File: src/sv/uttc_pkg.sv
// Shared types, widths and arithmetic constants of the Unix-time-to-calendar unit.
package uttc_pkg;

  // Pipeline depths
  localparam int unsigned SPLIT_STAGES = 2;
  localparam int unsigned DATE_STAGES  = 11;
  localparam int unsigned LATENCY      = SPLIT_STAGES + DATE_STAGES;
  // time-of-day result plus its delay taps, aligned to the date path
  localparam int unsigned TOD_LINE     = DATE_STAGES - 3;

  typedef logic [30:0] secs_t;
  typedef logic [14:0] days_t;
  typedef logic [16:0] rem_t;
  typedef logic [10:0] year_t;
  typedef logic [3:0]  month_t;
  typedef logic [4:0]  mday_t;
  typedef logic [4:0]  hour_t;
  typedef logic [5:0]  minute_t;
  typedef logic [5:0]  second_t;

  typedef struct packed {
    hour_t   hour;
    minute_t minute;
    second_t second;
  } tod_t;

  // seconds / 86400 == (seconds >> 7) / 675
  localparam logic [9:0]  DAY_Q       = 10'd675;
  localparam logic [24:0] RECIP_675   = 25'd25451658;   // floor(2^34 / 675)
  localparam logic [5:0]  SIXTY       = 6'd60;
  localparam logic [18:0] RECIP_60    = 19'd279620;     // floor(2^24 / 60)

  localparam logic [21:0] EPOCH_DAY   = 22'd2440588;
  localparam logic [21:0] REFORM_DAY  = 22'd2299161;
  localparam logic [21:0] ALPHA_BIAS  = 22'd2293487;    // 4 * EPOCH_DAY - 7468865
  localparam logic [17:0] ALPHA_DIV   = 18'd146097;
  localparam logic [14:0] RECIP_ALPHA = 15'd29398;      // floor(2^32 / 146097)
  localparam logic [10:0] B_OFS       = 11'd1524;
  localparam logic [11:0] C_BIAS      = 12'd2442;
  localparam logic [12:0] C_DIV       = 13'd7305;
  localparam logic [25:0] RECIP_C     = 26'd37628734;   // floor(2^38 / 7305)
  localparam logic [10:0] QUAD_DAYS   = 11'd1461;
  localparam logic [13:0] E_SCALE     = 14'd10000;
  localparam logic [18:0] E_DIV       = 19'd306001;
  localparam logic [27:0] RECIP_E     = 28'd140350000;  // 10000 * floor(2^32 / 306001)
  localparam logic [3:0]  MONTH_WRAP  = 4'd14;
  localparam logic [3:0]  FEBRUARY    = 4'd2;
  localparam logic [13:0] YEAR_BIAS   = 14'd4716;

  // floor(30.6001 * e)
  function automatic logic [8:0] month_offset(input logic [3:0] e);
    logic [8:0] v;
    case (e)
      4'd0:  v = 9'd0;
      4'd1:  v = 9'd30;
      4'd2:  v = 9'd61;
      4'd3:  v = 9'd91;
      4'd4:  v = 9'd122;
      4'd5:  v = 9'd153;
      4'd6:  v = 9'd183;
      4'd7:  v = 9'd214;
      4'd8:  v = 9'd244;
      4'd9:  v = 9'd275;
      4'd10: v = 9'd306;
      4'd11: v = 9'd336;
      4'd12: v = 9'd367;
      4'd13: v = 9'd397;
      4'd14: v = 9'd428;
      4'd15: v = 9'd459;
      default: v = 9'd0;
    endcase
    return v;
  endfunction

endpackage

File: src/sv/uttc_if.sv
// Handshake channels of the Unix-time-to-calendar unit.
interface uttc_stamp_if;
  logic                 valid;
  logic                 ready;
  uttc_pkg::secs_t      seconds_since_epoch;

  modport source (output valid, output seconds_since_epoch, input ready);
  modport sink   (input valid, input seconds_since_epoch, output ready);
endinterface

interface uttc_calendar_if;
  logic                 valid;
  logic                 ready;
  uttc_pkg::year_t      year;
  uttc_pkg::month_t     month;
  uttc_pkg::mday_t      day_of_month;
  uttc_pkg::hour_t      hour;
  uttc_pkg::minute_t    minute;
  uttc_pkg::second_t    second;

  modport source (output valid, output year, output month, output day_of_month,
                  output hour, output minute, output second, input ready);
  modport sink   (input valid, input year, input month, input day_of_month,
                  input hour, input minute, input second, output ready);
endinterface

File: src/sv/uttc_split.sv
// Two-stage split of a timestamp into whole days and seconds of the day.
module uttc_split (
  input  logic            clk,
  input  logic            advance,
  input  uttc_pkg::secs_t secs,
  output uttc_pkg::days_t days,
  output uttc_pkg::rem_t  rem
);

  logic [48:0]     prod;
  logic [23:0]     q1;
  uttc_pkg::days_t est1;
  logic [6:0]      lo1;

  logic [23:0]     back;
  logic [23:0]     diff;
  logic [10:0]     r;
  logic            over;
  logic [10:0]     r_fix;

  assign prod = 49'(secs[30:7]) * 49'(uttc_pkg::RECIP_675);

  always_ff @(posedge clk) begin
    if (advance) begin
      q1   <= secs[30:7];
      est1 <= prod[48:34];
      lo1  <= secs[6:0];
    end
  end

  // estimate is low by at most one
  assign back  = 24'(est1) * 24'(uttc_pkg::DAY_Q);
  assign diff  = q1 - back;
  assign r     = diff[10:0];
  assign over  = r >= 11'(uttc_pkg::DAY_Q);
  assign r_fix = over ? r - 11'(uttc_pkg::DAY_Q) : r;

  always_ff @(posedge clk) begin
    if (advance) begin
      days <= over ? est1 + 15'd1 : est1;
      rem  <= {r_fix[9:0], lo1};
    end
  end

endmodule

File: src/sv/uttc_tod.sv
// Hour, minute and second from the seconds of the day, delayed to match the date path.
module uttc_tod (
  input  logic           clk,
  input  logic           advance,
  input  uttc_pkg::rem_t rem,
  output uttc_pkg::tod_t tod
);

  logic [35:0]          p1;
  logic [10:0]          mest1;
  uttc_pkg::rem_t       rem1;

  logic [16:0]          back2;
  logic [16:0]          diff2;
  logic [6:0]           r2;
  logic                 over2;
  logic [10:0]          mins2;
  uttc_pkg::second_t    sec2;

  logic [29:0]          p3;
  uttc_pkg::hour_t      hest3;
  logic [10:0]          mins3;
  uttc_pkg::second_t    sec3;

  logic [10:0]          back4;
  logic [10:0]          diff4;
  logic [6:0]           r4;
  logic                 over4;
  uttc_pkg::tod_t       tod_next;

  uttc_pkg::tod_t [uttc_pkg::TOD_LINE-1:0] line;

  assign p1 = 36'(rem) * 36'(uttc_pkg::RECIP_60);

  always_ff @(posedge clk) begin
    if (advance) begin
      mest1 <= p1[34:24];
      rem1  <= rem;
    end
  end

  assign back2 = 17'(mest1) * 17'(uttc_pkg::SIXTY);
  assign diff2 = rem1 - back2;
  assign r2    = diff2[6:0];
  assign over2 = r2 >= 7'(uttc_pkg::SIXTY);

  always_ff @(posedge clk) begin
    if (advance) begin
      mins2 <= over2 ? mest1 + 11'd1 : mest1;
      sec2  <= over2 ? 6'(r2 - 7'(uttc_pkg::SIXTY)) : r2[5:0];
    end
  end

  assign p3 = 30'(mins2) * 30'(uttc_pkg::RECIP_60);

  always_ff @(posedge clk) begin
    if (advance) begin
      hest3 <= p3[28:24];
      mins3 <= mins2;
      sec3  <= sec2;
    end
  end

  assign back4 = 11'(hest3) * 11'(uttc_pkg::SIXTY);
  assign diff4 = mins3 - back4;
  assign r4    = diff4[6:0];
  assign over4 = r4 >= 7'(uttc_pkg::SIXTY);

  always_comb begin
    tod_next.hour   = over4 ? hest3 + 5'd1 : hest3;
    tod_next.minute = over4 ? 6'(r4 - 7'(uttc_pkg::SIXTY)) : r4[5:0];
    tod_next.second = sec3;
  end

  always_ff @(posedge clk) begin
    if (advance) begin
      line <= {line[uttc_pkg::TOD_LINE-2:0], tod_next};
    end
  end

  assign tod = line[uttc_pkg::TOD_LINE-1];

endmodule

File: src/sv/uttc_date.sv
// Eleven-stage Julian-day-to-Gregorian-date pipeline.
module uttc_date (
  input  logic              clk,
  input  logic              advance,
  input  uttc_pkg::days_t   days,
  output uttc_pkg::year_t   year,
  output uttc_pkg::month_t  month,
  output uttc_pkg::mday_t   day_of_month
);

  // stage 1: day number and alpha numerator
  logic [21:0] z_d;
  logic [21:0] numer1, z1;
  logic        pre1;
  // stage 2: alpha estimate
  logic [36:0] p2;
  logic [4:0]  aest2;
  logic [21:0] numer2, z2;
  logic        pre2;
  // stage 3: alpha corrected
  logic [21:0] back3, r3;
  logic [4:0]  alpha3;
  logic [21:0] z3;
  logic        pre3;
  // stage 4: b
  logic [21:0] b4;
  // stage 5: 20b - 2442
  logic [25:0] n5;
  logic [21:0] b5;
  // stage 6: c estimate
  logic [51:0] p6;
  logic [13:0] cest6;
  logic [25:0] n6;
  logic [21:0] b6;
  // stage 7: c corrected
  logic [25:0] back7, r7;
  logic [13:0] c7;
  logic [21:0] b7;
  // stage 8: day of the shifted year
  logic [24:0] d8;
  logic [8:0]  x8;
  logic [13:0] c8;
  // stage 9: e estimate
  logic [36:0] p9;
  logic [3:0]  eest9;
  logic [8:0]  x9;
  logic [13:0] c9;
  // stage 10: e corrected
  logic [22:0] num10, back10, r10;
  logic [3:0]  e10;
  logic [8:0]  x10;
  logic [13:0] c10;
  // stage 11: fields
  uttc_pkg::month_t mon;

  assign z_d = 22'(days) + uttc_pkg::EPOCH_DAY;

  always_ff @(posedge clk) begin
    if (advance) begin
      numer1 <= 22'({days, 2'b00}) + uttc_pkg::ALPHA_BIAS;
      z1     <= z_d;
      pre1   <= z_d < uttc_pkg::REFORM_DAY;
    end
  end

  assign p2 = 37'(numer1) * 37'(uttc_pkg::RECIP_ALPHA);

  always_ff @(posedge clk) begin
    if (advance) begin
      aest2  <= p2[36:32];
      numer2 <= numer1;
      z2     <= z1;
      pre2   <= pre1;
    end
  end

  assign back3 = 22'(aest2) * 22'(uttc_pkg::ALPHA_DIV);
  assign r3    = numer2 - back3;

  always_ff @(posedge clk) begin
    if (advance) begin
      alpha3 <= (r3 >= 22'(uttc_pkg::ALPHA_DIV)) ? aest2 + 5'd1 : aest2;
      z3     <= z2;
      pre3   <= pre2;
    end
  end

  // before the reform day no Gregorian correction
  always_ff @(posedge clk) begin
    if (advance) begin
      b4 <= pre3 ? z3 + 22'(uttc_pkg::B_OFS)
                 : z3 + 22'(uttc_pkg::B_OFS) + 22'd1 + 22'(alpha3) - 22'(alpha3[4:2]);
    end
  end

  always_ff @(posedge clk) begin
    if (advance) begin
      n5 <= 26'({b4, 4'b0000}) + 26'({b4, 2'b00}) - 26'(uttc_pkg::C_BIAS);
      b5 <= b4;
    end
  end

  assign p6 = 52'(n5) * 52'(uttc_pkg::RECIP_C);

  always_ff @(posedge clk) begin
    if (advance) begin
      cest6 <= p6[51:38];
      n6    <= n5;
      b6    <= b5;
    end
  end

  assign back7 = 26'(cest6) * 26'(uttc_pkg::C_DIV);
  assign r7    = n6 - back7;

  always_ff @(posedge clk) begin
    if (advance) begin
      c7 <= (r7 >= 26'(uttc_pkg::C_DIV)) ? cest6 + 14'd1 : cest6;
      b7 <= b6;
    end
  end

  assign d8 = 25'(c7) * 25'(uttc_pkg::QUAD_DAYS);

  always_ff @(posedge clk) begin
    if (advance) begin
      x8 <= 9'(b7 - 22'(d8[24:2]));
      c8 <= c7;
    end
  end

  assign p9 = 37'(x8) * 37'(uttc_pkg::RECIP_E);

  always_ff @(posedge clk) begin
    if (advance) begin
      eest9 <= p9[35:32];
      x9    <= x8;
      c9    <= c8;
    end
  end

  assign num10  = 23'(x9) * 23'(uttc_pkg::E_SCALE);
  assign back10 = 23'(eest9) * 23'(uttc_pkg::E_DIV);
  assign r10    = num10 - back10;

  always_ff @(posedge clk) begin
    if (advance) begin
      e10 <= (r10 >= 23'(uttc_pkg::E_DIV)) ? eest9 + 4'd1 : eest9;
      x10 <= x9;
      c10 <= c9;
    end
  end

  // e counts months from March; wrap into January and February
  assign mon = (e10 < uttc_pkg::MONTH_WRAP) ? e10 - 4'd1 : e10 - 4'd13;

  always_ff @(posedge clk) begin
    if (advance) begin
      day_of_month <= 5'(x10 - uttc_pkg::month_offset(e10));
      month        <= mon;
      year         <= (mon > uttc_pkg::FEBRUARY) ? 11'(c10 - uttc_pkg::YEAR_BIAS)
                                                 : 11'(c10 - uttc_pkg::YEAR_BIAS + 14'd1);
    end
  end

endmodule

File: src/sv/unix_time_to_calendar_unit.sv
// Top level: Unix seconds to Gregorian date and time of day, fully pipelined.
//
//   channel   | dir | payload
//   ----------+-----+-------------------------------------------------------
//   stamp     | in  | seconds_since_epoch[30:0]
//   calendar  | out | year[10:0] month[3:0] day_of_month[4:0] hour minute second
//
// One item per cycle while the sink keeps taking results; 2 split stages, 11 date stages,
// and the time of day runs alongside and is delayed to match.
// Every divide is a reciprocal multiply corrected by one step in the next stage.
// A stall freezes all stages together when the last stage holds an item the
// sink has not taken; ready stays high otherwise, bubbles included.
// Reset clears only the valid bits.
module unix_time_to_calendar_unit (
  input  logic               clk,
  input  logic               rst,
  uttc_stamp_if.sink         stamp,
  uttc_calendar_if.source    calendar
);

  logic [uttc_pkg::LATENCY-1:0] vld;
  logic                         advance;
  uttc_pkg::days_t              days;
  uttc_pkg::rem_t               rem;
  uttc_pkg::tod_t               tod;

  assign advance     = !vld[uttc_pkg::LATENCY-1] || calendar.ready;
  assign stamp.ready = advance;

  always_ff @(posedge clk) begin
    if (rst) begin
      vld <= '0;
    end else if (advance) begin
      vld <= {vld[uttc_pkg::LATENCY-2:0], stamp.valid};
    end
  end

  uttc_split u_split (
    .clk     (clk),
    .advance (advance),
    .secs    (stamp.seconds_since_epoch),
    .days    (days),
    .rem     (rem)
  );

  uttc_date u_date (
    .clk          (clk),
    .advance      (advance),
    .days         (days),
    .year         (calendar.year),
    .month        (calendar.month),
    .day_of_month (calendar.day_of_month)
  );

  uttc_tod u_tod (
    .clk     (clk),
    .advance (advance),
    .rem     (rem),
    .tod     (tod)
  );

  assign calendar.valid  = vld[uttc_pkg::LATENCY-1];
  assign calendar.hour   = tod.hour;
  assign calendar.minute = tod.minute;
  assign calendar.second = tod.second;

`ifndef SYNTHESIS
  a_stall_only_when_full: assert property (@(posedge clk) disable iff (rst)
    !stamp.ready |-> calendar.valid && !calendar.ready)
    else $error("input held off without a blocked result");

  a_month_range: assert property (@(posedge clk) disable iff (rst)
    calendar.valid |-> calendar.month >= 4'd1 && calendar.month <= 4'd12)
    else $error("month out of range");

  a_mday_nonzero: assert property (@(posedge clk) disable iff (rst)
    calendar.valid |-> calendar.day_of_month != 5'd0)
    else $error("day of month is zero");

  a_tod_range: assert property (@(posedge clk) disable iff (rst)
    calendar.valid |-> calendar.hour <= 5'd23 && calendar.minute <= 6'd59 &&
                       calendar.second <= 6'd59)
    else $error("time of day out of range");

  a_year_range: assert property (@(posedge clk) disable iff (rst)
    calendar.valid |-> calendar.year >= 11'd1970 && calendar.year <= 11'd2038)
    else $error("year out of range");
`endif

endmodule
File: src/flat_wrapper.sv
// flat-port wrapper written by rule: the top's interface ports become plain ports
module unix_time_to_calendar_unit_flat 
  (clk, rst, stamp_valid, stamp_seconds_since_epoch, stamp_ready, calendar_valid, calendar_year, calendar_month, calendar_day_of_month, calendar_hour, calendar_minute, calendar_second, calendar_ready);
  uttc_stamp_if stamp_i ();
  uttc_calendar_if calendar_i ();
  input  logic clk;
  input  logic rst;
  input wire logic [$bits(stamp_i.valid)-1:0] stamp_valid;
  input wire logic [$bits(stamp_i.seconds_since_epoch)-1:0] stamp_seconds_since_epoch;
  output wire logic [$bits(stamp_i.ready)-1:0] stamp_ready;
  output wire logic [$bits(calendar_i.valid)-1:0] calendar_valid;
  output wire logic [$bits(calendar_i.year)-1:0] calendar_year;
  output wire logic [$bits(calendar_i.month)-1:0] calendar_month;
  output wire logic [$bits(calendar_i.day_of_month)-1:0] calendar_day_of_month;
  output wire logic [$bits(calendar_i.hour)-1:0] calendar_hour;
  output wire logic [$bits(calendar_i.minute)-1:0] calendar_minute;
  output wire logic [$bits(calendar_i.second)-1:0] calendar_second;
  input wire logic [$bits(calendar_i.ready)-1:0] calendar_ready;
  assign stamp_i.valid = stamp_valid;
  assign stamp_i.seconds_since_epoch = stamp_seconds_since_epoch;
  assign stamp_ready = stamp_i.ready;
  assign calendar_valid = calendar_i.valid;
  assign calendar_year = calendar_i.year;
  assign calendar_month = calendar_i.month;
  assign calendar_day_of_month = calendar_i.day_of_month;
  assign calendar_hour = calendar_i.hour;
  assign calendar_minute = calendar_i.minute;
  assign calendar_second = calendar_i.second;
  assign calendar_i.ready = calendar_ready;
  unix_time_to_calendar_unit u_core (.clk(clk), .rst(rst), .stamp(stamp_i), .calendar(calendar_i));
endmodule
File: config.mk
export PLATFORM = sky130hd
export DESIGN_NAME = unix_time_to_calendar_unit_flat
export DESIGN_NICKNAME = d
export VERILOG_FILES = /design/src/sv/uttc_pkg.sv /design/src/sv/uttc_if.sv /design/src/sv/uttc_split.sv /design/src/sv/uttc_tod.sv /design/src/sv/uttc_date.sv /design/src/sv/unix_time_to_calendar_unit.sv /design/src/flat_wrapper.sv
export SDC_FILE = /design/constraint.sdc
export NUM_CORES = 2
export LEC_CHECK = 0
export BUFFER_PORTS_ARGS = -buffer_cell sky130_fd_sc_hd__buf_2
export CORE_MARGIN = 10
export CORE_UTILIZATION = 39
export CTS_CLUSTER_SIZE = 24
export DETAILED_ROUTE_END_ITERATION = 7
export HOLD_SLACK_MARGIN = 0.02
export PLACE_DENSITY_LB_ADDON = 0.12
export SLEW_MARGIN = 5
export SYNTH_ARGS = -nofsm -noshare
export SYNTH_HDL_FRONTEND = slang
export SYNTH_HIERARCHICAL = 1
export SYNTH_SLANG_ARGS = --single-unit
File: constraint.sdc
create_clock -name clk -period 7.96 [get_ports clk]
set_clock_uncertainty 0.05 [all_clocks]
set_input_delay 0.796 -clock clk [delete_from_list [all_inputs] [get_ports clk]]
set_output_delay 0.796 -clock clk [all_outputs]
set_load 0.01 [all_outputs]
== After elaboration in Yosys (flattened, before gate mapping) ==
Memory sizes are Yosys's and may differ from the RTL's. A register that Yosys moved wholly into a read port is not among the register bits.
Index checks and enable logic that the tools add are counted.

* Bits in writable memories: 0
* Input bits: 35
* Bits in read-only memories: 144
* Output and inout bits: 39
* Bits in latches: 0
* Memories: 1
* Register bits: 603

{| class="wikitable"
|+ Memories
! name !! words !! bits a word !! rd ports !! clocked after memory_dff !! write ports !! line !! source
|-
| (name not given) || 16 || 9 || 1 || 1 || 0 || uttc_pkg.sv:53 || <nowiki>case (e)</nowiki>
|}

* Divide/modulo/power cells: 0
* Equal/unequal tests: 0
* Add/subtract/negate cells: 29
* Multiplexer cells: 14
* Reduce and logical (&&, ||, !) cells: 2
* Magnitude comparators: 9
* $mul: 14
* Shifts and indexed selects: 0
* Bitwise operators: 0

{| class="wikitable"
|+ Operators by type and width
! cell !! count
|-
| 26-bit by 25-bit multiplier with 51-bit output, second input constant || 1
|-
| 24-bit by 24-bit multiplier with 48-bit output, second input constant || 1
|-
| 22-bit by 14-bit multiplier with 36-bit output, second input constant || 1
|-
| 17-bit by 17-bit multiplier with 33-bit output, second input constant || 1
|-
| 9-bit by 24-bit multiplier with 32-bit output, second input constant || 1
|-
| 11-bit by 17-bit multiplier with 27-bit output, second input constant || 1
|-
| 26-bit by 24-bit adder with 26-bit output || 1
|-
| 26-bit by 13-bit greater-or-equal comparator with 1-bit output, second input constant || 1
|-
| 14-bit by 13-bit multiplier with 26-bit output, second input constant || 1
|-
| 26-bit by 12-bit subtractor with 26-bit output, second input constant || 1
|-
| 26-bit subtractor || 1
|-
| 23-bit by 19-bit greater-or-equal comparator with 1-bit output, second input constant || 1
|-
| 4-bit by 19-bit multiplier with 23-bit output, second input constant || 1
|-
| 23-bit subtractor || 1
|-
| 11-bit by 1-bit adder with 11-bit output, second input constant || 2
|-
| 15-bit by 22-bit adder with 22-bit output, second input constant || 1
|-
| 17-bit by 22-bit adder with 22-bit output, second input constant || 1
|-
| 22-bit by 1-bit adder with 22-bit output, second input constant || 1
|-
| 22-bit by 11-bit adder with 22-bit output, second input constant || 1
|-
| 22-bit by 5-bit adder with 22-bit output || 1
|-
| 22-bit by 18-bit greater-or-equal comparator with 1-bit output, second input constant || 1
|-
| 22-bit < comparator, second input constant || 1
|-
| 5-bit by 18-bit multiplier with 22-bit output, second input constant || 1
|-
| 11-bit two-way mux || 2
|-
| other kinds (33) || 42
|}

== Longest topological paths before layout ==
* Depth in word-level cells: 5
* Mapped depth: 40
* Depth with buffers taken out: 40

== By module ==
Netlist, hierarchy kept.

{| class="wikitable"
|+ By module, submodules not included
! module !! sequential area each (µm²) !! instances !! cells each !! area an instance (µm²)
|-
| uttc_date || 8928.6 || 1 || 3768 || 40860.4
|-
| uttc_split || 1951.9 || 1 || 1089 || 12132.9
|-
| uttc_tod || 5675.4 || 1 || 664 || 9838.2
|-
| unix_time_to_calendar_unit || 260.2 || 1 || 44 || 503.0
|}

== Least setup slack after synthesis ==
Ideal clock, no wire load.

* Path type: register to register
* From: reg u_core.u_date.x9[4]
* To: reg (tool-made name)
* Stages on the path, launching flop included: 36
* Data required time: 7.781 ns
* Path buffers: 0
* Clock period less this slack: 7.228 ns
* Setup time: 0.129 ns
* Data arrival time: 7.048 ns
* Path slack: 0.732 ns
* Path through: edfxtp_1 -> ha_1 -> ha_1 -> inv_1 -> fa_1 -> fa_1 -> inv_1 -> ha_1 -> a21oi_1 -> o21bai_1 -> a21oi_1 -> o21bai_1 -> a21oi_1 -> nor2b_1 -> o21a_1 -> o21ai_0 -> nand2b_1 -> a21oi_1 -> xor2_1 -> ha_1 -> inv_1 -> ha_1 -> nor2_1 -> nor2_1 -> o22a_1 -> nor2_1 -> a21oi_1 -> a311oi_1 -> nand4_1 -> a211oi_4 -> mux2_2 -> mux2_2 -> inv_1 -> ha_1 -> xnor2_1 -> mux2i_1

{| class="wikitable"
|+ RTL lines
! element !! line !! source
|-
| from (decl) || uttc_date.sv:46 || <nowiki>logic [8:0] x9;</nowiki>
|-
| from (signal assigned) || uttc_date.sv:137 || <nowiki>x9 <= x8;</nowiki>
|}

== Worst setup path after layout ==
* From: reg u_core.u_date.n5[7]
* To: reg u_core.u_date.cest6[13], data pin

* Longest elaborated chain between the ends: 1

{| class="wikitable"
|+ Ends and longest elaborated chain
! element !! line !! source
|-
| from (decl) || uttc_date.sv:28 || <nowiki>logic [25:0] n5;</nowiki>
|-
| from (signal assigned) || uttc_date.sv:98 || <nowiki>n5 <= 26'({b4, 4'b0000}) + 26'({b4, 2'b00}) - 26'(uttc_pkg::C_BIAS);</nowiki>
|-
| 26-bit by 25-bit multiplier with 51-bit output || uttc_date.sv:103 || <nowiki>assign p6 = 52'(n5) * 52'(uttc_pkg::RECIP_C);</nowiki>
|-
| via u_core.u_date.p6[51] || uttc_date.sv:31 || <nowiki>logic [51:0] p6;</nowiki>
|-
| to (signal assigned) || uttc_date.sv:107 || <nowiki>cest6 <= p6[51:38];</nowiki>
|-
| to (decl) || uttc_date.sv:32 || <nowiki>logic [13:0] cest6;</nowiki>
|}

The timed path passes the listed nets, and every way through them passes these cells.
A chain may end at the register's enable or synchronous reset.

==> impl_metrics.ini <==
[yosys]
synthTopCellsByArea = ha_1 (26%), edfxtp_1 (26%), fa_1 (22%)
ys_ff_latch = 566
synth-seq-area-share = 0.266
syn-instance-count = 5565
synth_top_area_frac = 0.261
synth.avg_cell_area_um2 = 11.4
synth_nets = 7622
synth_enable_flop_cells = 548
ys.flop_type = edfxtp_1
synth_common_cells = ha_1 (1321), inv_1 (1306), fa_1 (701), edfxtp_1 (548), xnor2_1 (224)
yosysTopAreaCell = ha_1
netlist_area_mm2 = 0.0633
postSynth.asyncResetShare = 0
synth_warnings = 6
synthDistinctLibCells = 101
yosysMostFrequentCell = ha_1

[grt]
grt_max_degree = 145
grt_pass1_wl_mm = 216
grt_pass1_vias = 40341
grt-ovfl-total = 0
antenna_found_initial = 3
grtUsageTotal = 0.150

[clocking]
clockBufferDepth = 3
postCtsHoldBufs = 0
cts_sinks = 566
cts_tree = yes
clk_pin_slew_ps = 60
htree_levels = 3
cts-root-buf = clkbuf_16
clock_latency_ps = 670
cts_made_buffers = 71

[final_layout]
antennaDiodeCount = 0
fin_nets = 7796
synthToLayoutAreaGrowth_pct = 9.26
fillers = 15284
register_area_mm2 = 0.0168
finalNonFillerCells = 7952
multi_input_area_mm2 = 0.0413
layout-drive-gt1-share = 0.0551

[worst_setup_path]
cp_slowest_cell = edfxtp_1
startpoint = u_core/u_date/n5[7]
r2r_start = u_core/u_date/n5[7]
crit_top_cell = fa_1
r2r_end = u_core/u_date/cest6[13]
cp_cell_sequence = buf_4, fa_1, fa_1, ha_1, fa_1, fa_1, fa_1, fa_1, ha_1, a21o_1, a21o_1, a21oi_1, o221a_2, o21ai_0, o41ai_1, buf_4, o221ai_1, o31ai_1, o21ai_0, a21oi_1, o21bai_1, xnor2_1
cpPeakStageDelay_ps = 590
cp-start-kind = register
endpoint = u_core/u_date/cest6[13]
crit_type = register to register
crit_path_max_fanout = 8
cp.required_ps = 8280
worstPathArrival_ps = 7870
worstSetupEndpointType = register
reg2reg_slack_ps = 420
reg2reg_depth = 22

[routing]
wl_mm = 131
antenna_left = 0
drt_first_iter_violations = 1519
wl_per_cell_um = 16.5
drtPass1Iterations = 5
vias = 37919
via_per_inst = 4.77
drc = 0

[placement]
io_buffers = 73
hpwl_mm = 108
gp_congestion = 0.839
placed_cells = 7805

[sta]
fin_crit_sh = 0.948
drv_slew = 0
min_period_ps = 7540
slew-limit-headroom = 0.171
worst_pin_slew_ps = 1230
hold_viol_final = 0
finalSetupViolations = 0
tns_ps = 0
whs_ps = 276
rsz0062_at_grt = false
fmax_ghz = 0.133

[die]
die_x_um = 423
die_height_um = 423
boundaryPins = 74
initial_utilization = 0.394
row_count = 147
core_mm2 = 0.161
die_area_mm2 = 0.179

[run]
max_cap_viol_count = 0

[run_status]
status = complete, no violations

[worst_hold_path]
hp-class = input port to register
[per-layer routing]
layer  vias up  wire length (µm)  track usage
met2       360             64900        0.263
met5         -                13            0
met1     18486             59500        0.193
li1      18929                 -            -
met3       142              3750       0.0196
met4         2              3100       0.0374
[flip-flops by register name, indices dropped and copies added (netlist names), 13 cells and up, named ones only]
signal,count
u_core/u_tod/line,119
u_core/u_date/n5,23
u_core/u_date/n6,23
u_core/u_date/b4,20
u_core/u_date/numer1,17
u_core/u_date/numer2,17
u_core/u_split/rem,17
u_core/u_tod/tod,17
u_core/u_date/z1,16
u_core/u_date/z2,16
u_core/u_date/z3,16
u_core/u_split/days,15
u_core/u_split/est1,15
u_core/u_date/cest6,14
u_core/vld,13
[metrics by stage]
| step | setup WS [ps] | utilization | instance area, µm² |
|---|---|---|---|
| 6_report | 417 | 0.430 | 69200 |
| 5_1_grt | 0.211 | 0.430 | 69200 |
| 4_1_cts | 177 | 0.429 | 69000 |
| 3_5_place_dp | 226 | 0.414 | 66600 |
| 3_3_place_gp | 286 | 0.414 | 66600 |
| 2_1_floorplan | 732 | - | 63300 |
[how the worst min path moves through the flow]
stage                                      start               endpoint  slack [ps]  cells after the start
floorplan                    u_core/u_date/b5[0]    u_core/u_date/b6[0]         350                      0
global placement             u_core/u_date/b5[5]    u_core/u_date/b6[5]         350                      0
detailed placement           u_core/u_date/b6[4]    u_core/u_date/b7[4]         350                      0
CTS                 stamp_seconds_since_epoch[4]  u_core/u_split/lo1[4]         210                      1
global route        stamp_seconds_since_epoch[1]  u_core/u_split/lo1[1]         240                      1
finish              stamp_seconds_since_epoch[4]  u_core/u_split/lo1[4]         280                      1
[critical path, delay by kind of cell, from the launching register on]
family	cells	cell delay (ps)
buffers and inverters	2	450
XOR/XNOR	1	120
flip-flops	1	590
adder cells (fa/ha/maj)	8	3730
AO/OA/AOI/OAI	11	2340
[area by class of cell]
type                       count  share of cell area
clock inverter                44             0.00828
timing repair buffer         148              0.0147
multi-input combinational   3645               0.597
clock buffer                  82              0.0266
inverter                    1307              0.0710
tap                         2160              0.0391
sequential                   566               0.243
[layout by cell type, fill, tap and decap left out, types with 56 or more instances in the layout]
cell | netlist | final
a21o_1 | 105 | 105
a21oi_1 | 169 | 166
buf_2 | 3 | 73
buf_4 | 17 | 68
clkbuf_16 | 0 | 72
edfxtp_1 | 548 | 548
fa_1 | 701 | 701
ha_1 | 1321 | 1321
inv_1 | 1306 | 1306
nand2_1 | 138 | 138
nand3_1 | 60 | 60
nor2_1 | 141 | 141
nor3_1 | 56 | 56
o21ai_0 | 98 | 98
xnor2_1 | 224 | 224
xor2_1 | 91 | 91
[repair_timing]
action	CTS	global route
endpoints found under the hold margin	0	0
resized for setup	0	5
setup endpoints to repair	0	7
setup buffers	0	21
[logic make-up (layout without fill, tap and decap cells)]
family          after synthesis  in the layout  share of synthesized area
fa+ha+maj                  2022           2022                      0.483
buf+inv                    1354           1581                     0.0822
compound gates              654            654                     0.0699
simple gates                612            612                     0.0493
flops                       566            566                      0.266
xor+xnor                    316            316                     0.0438
mux                          41             41                    0.00674
Power is not shown: default switching activity piles up to over one toggle a cycle in this logic, so the estimate is an artifact.
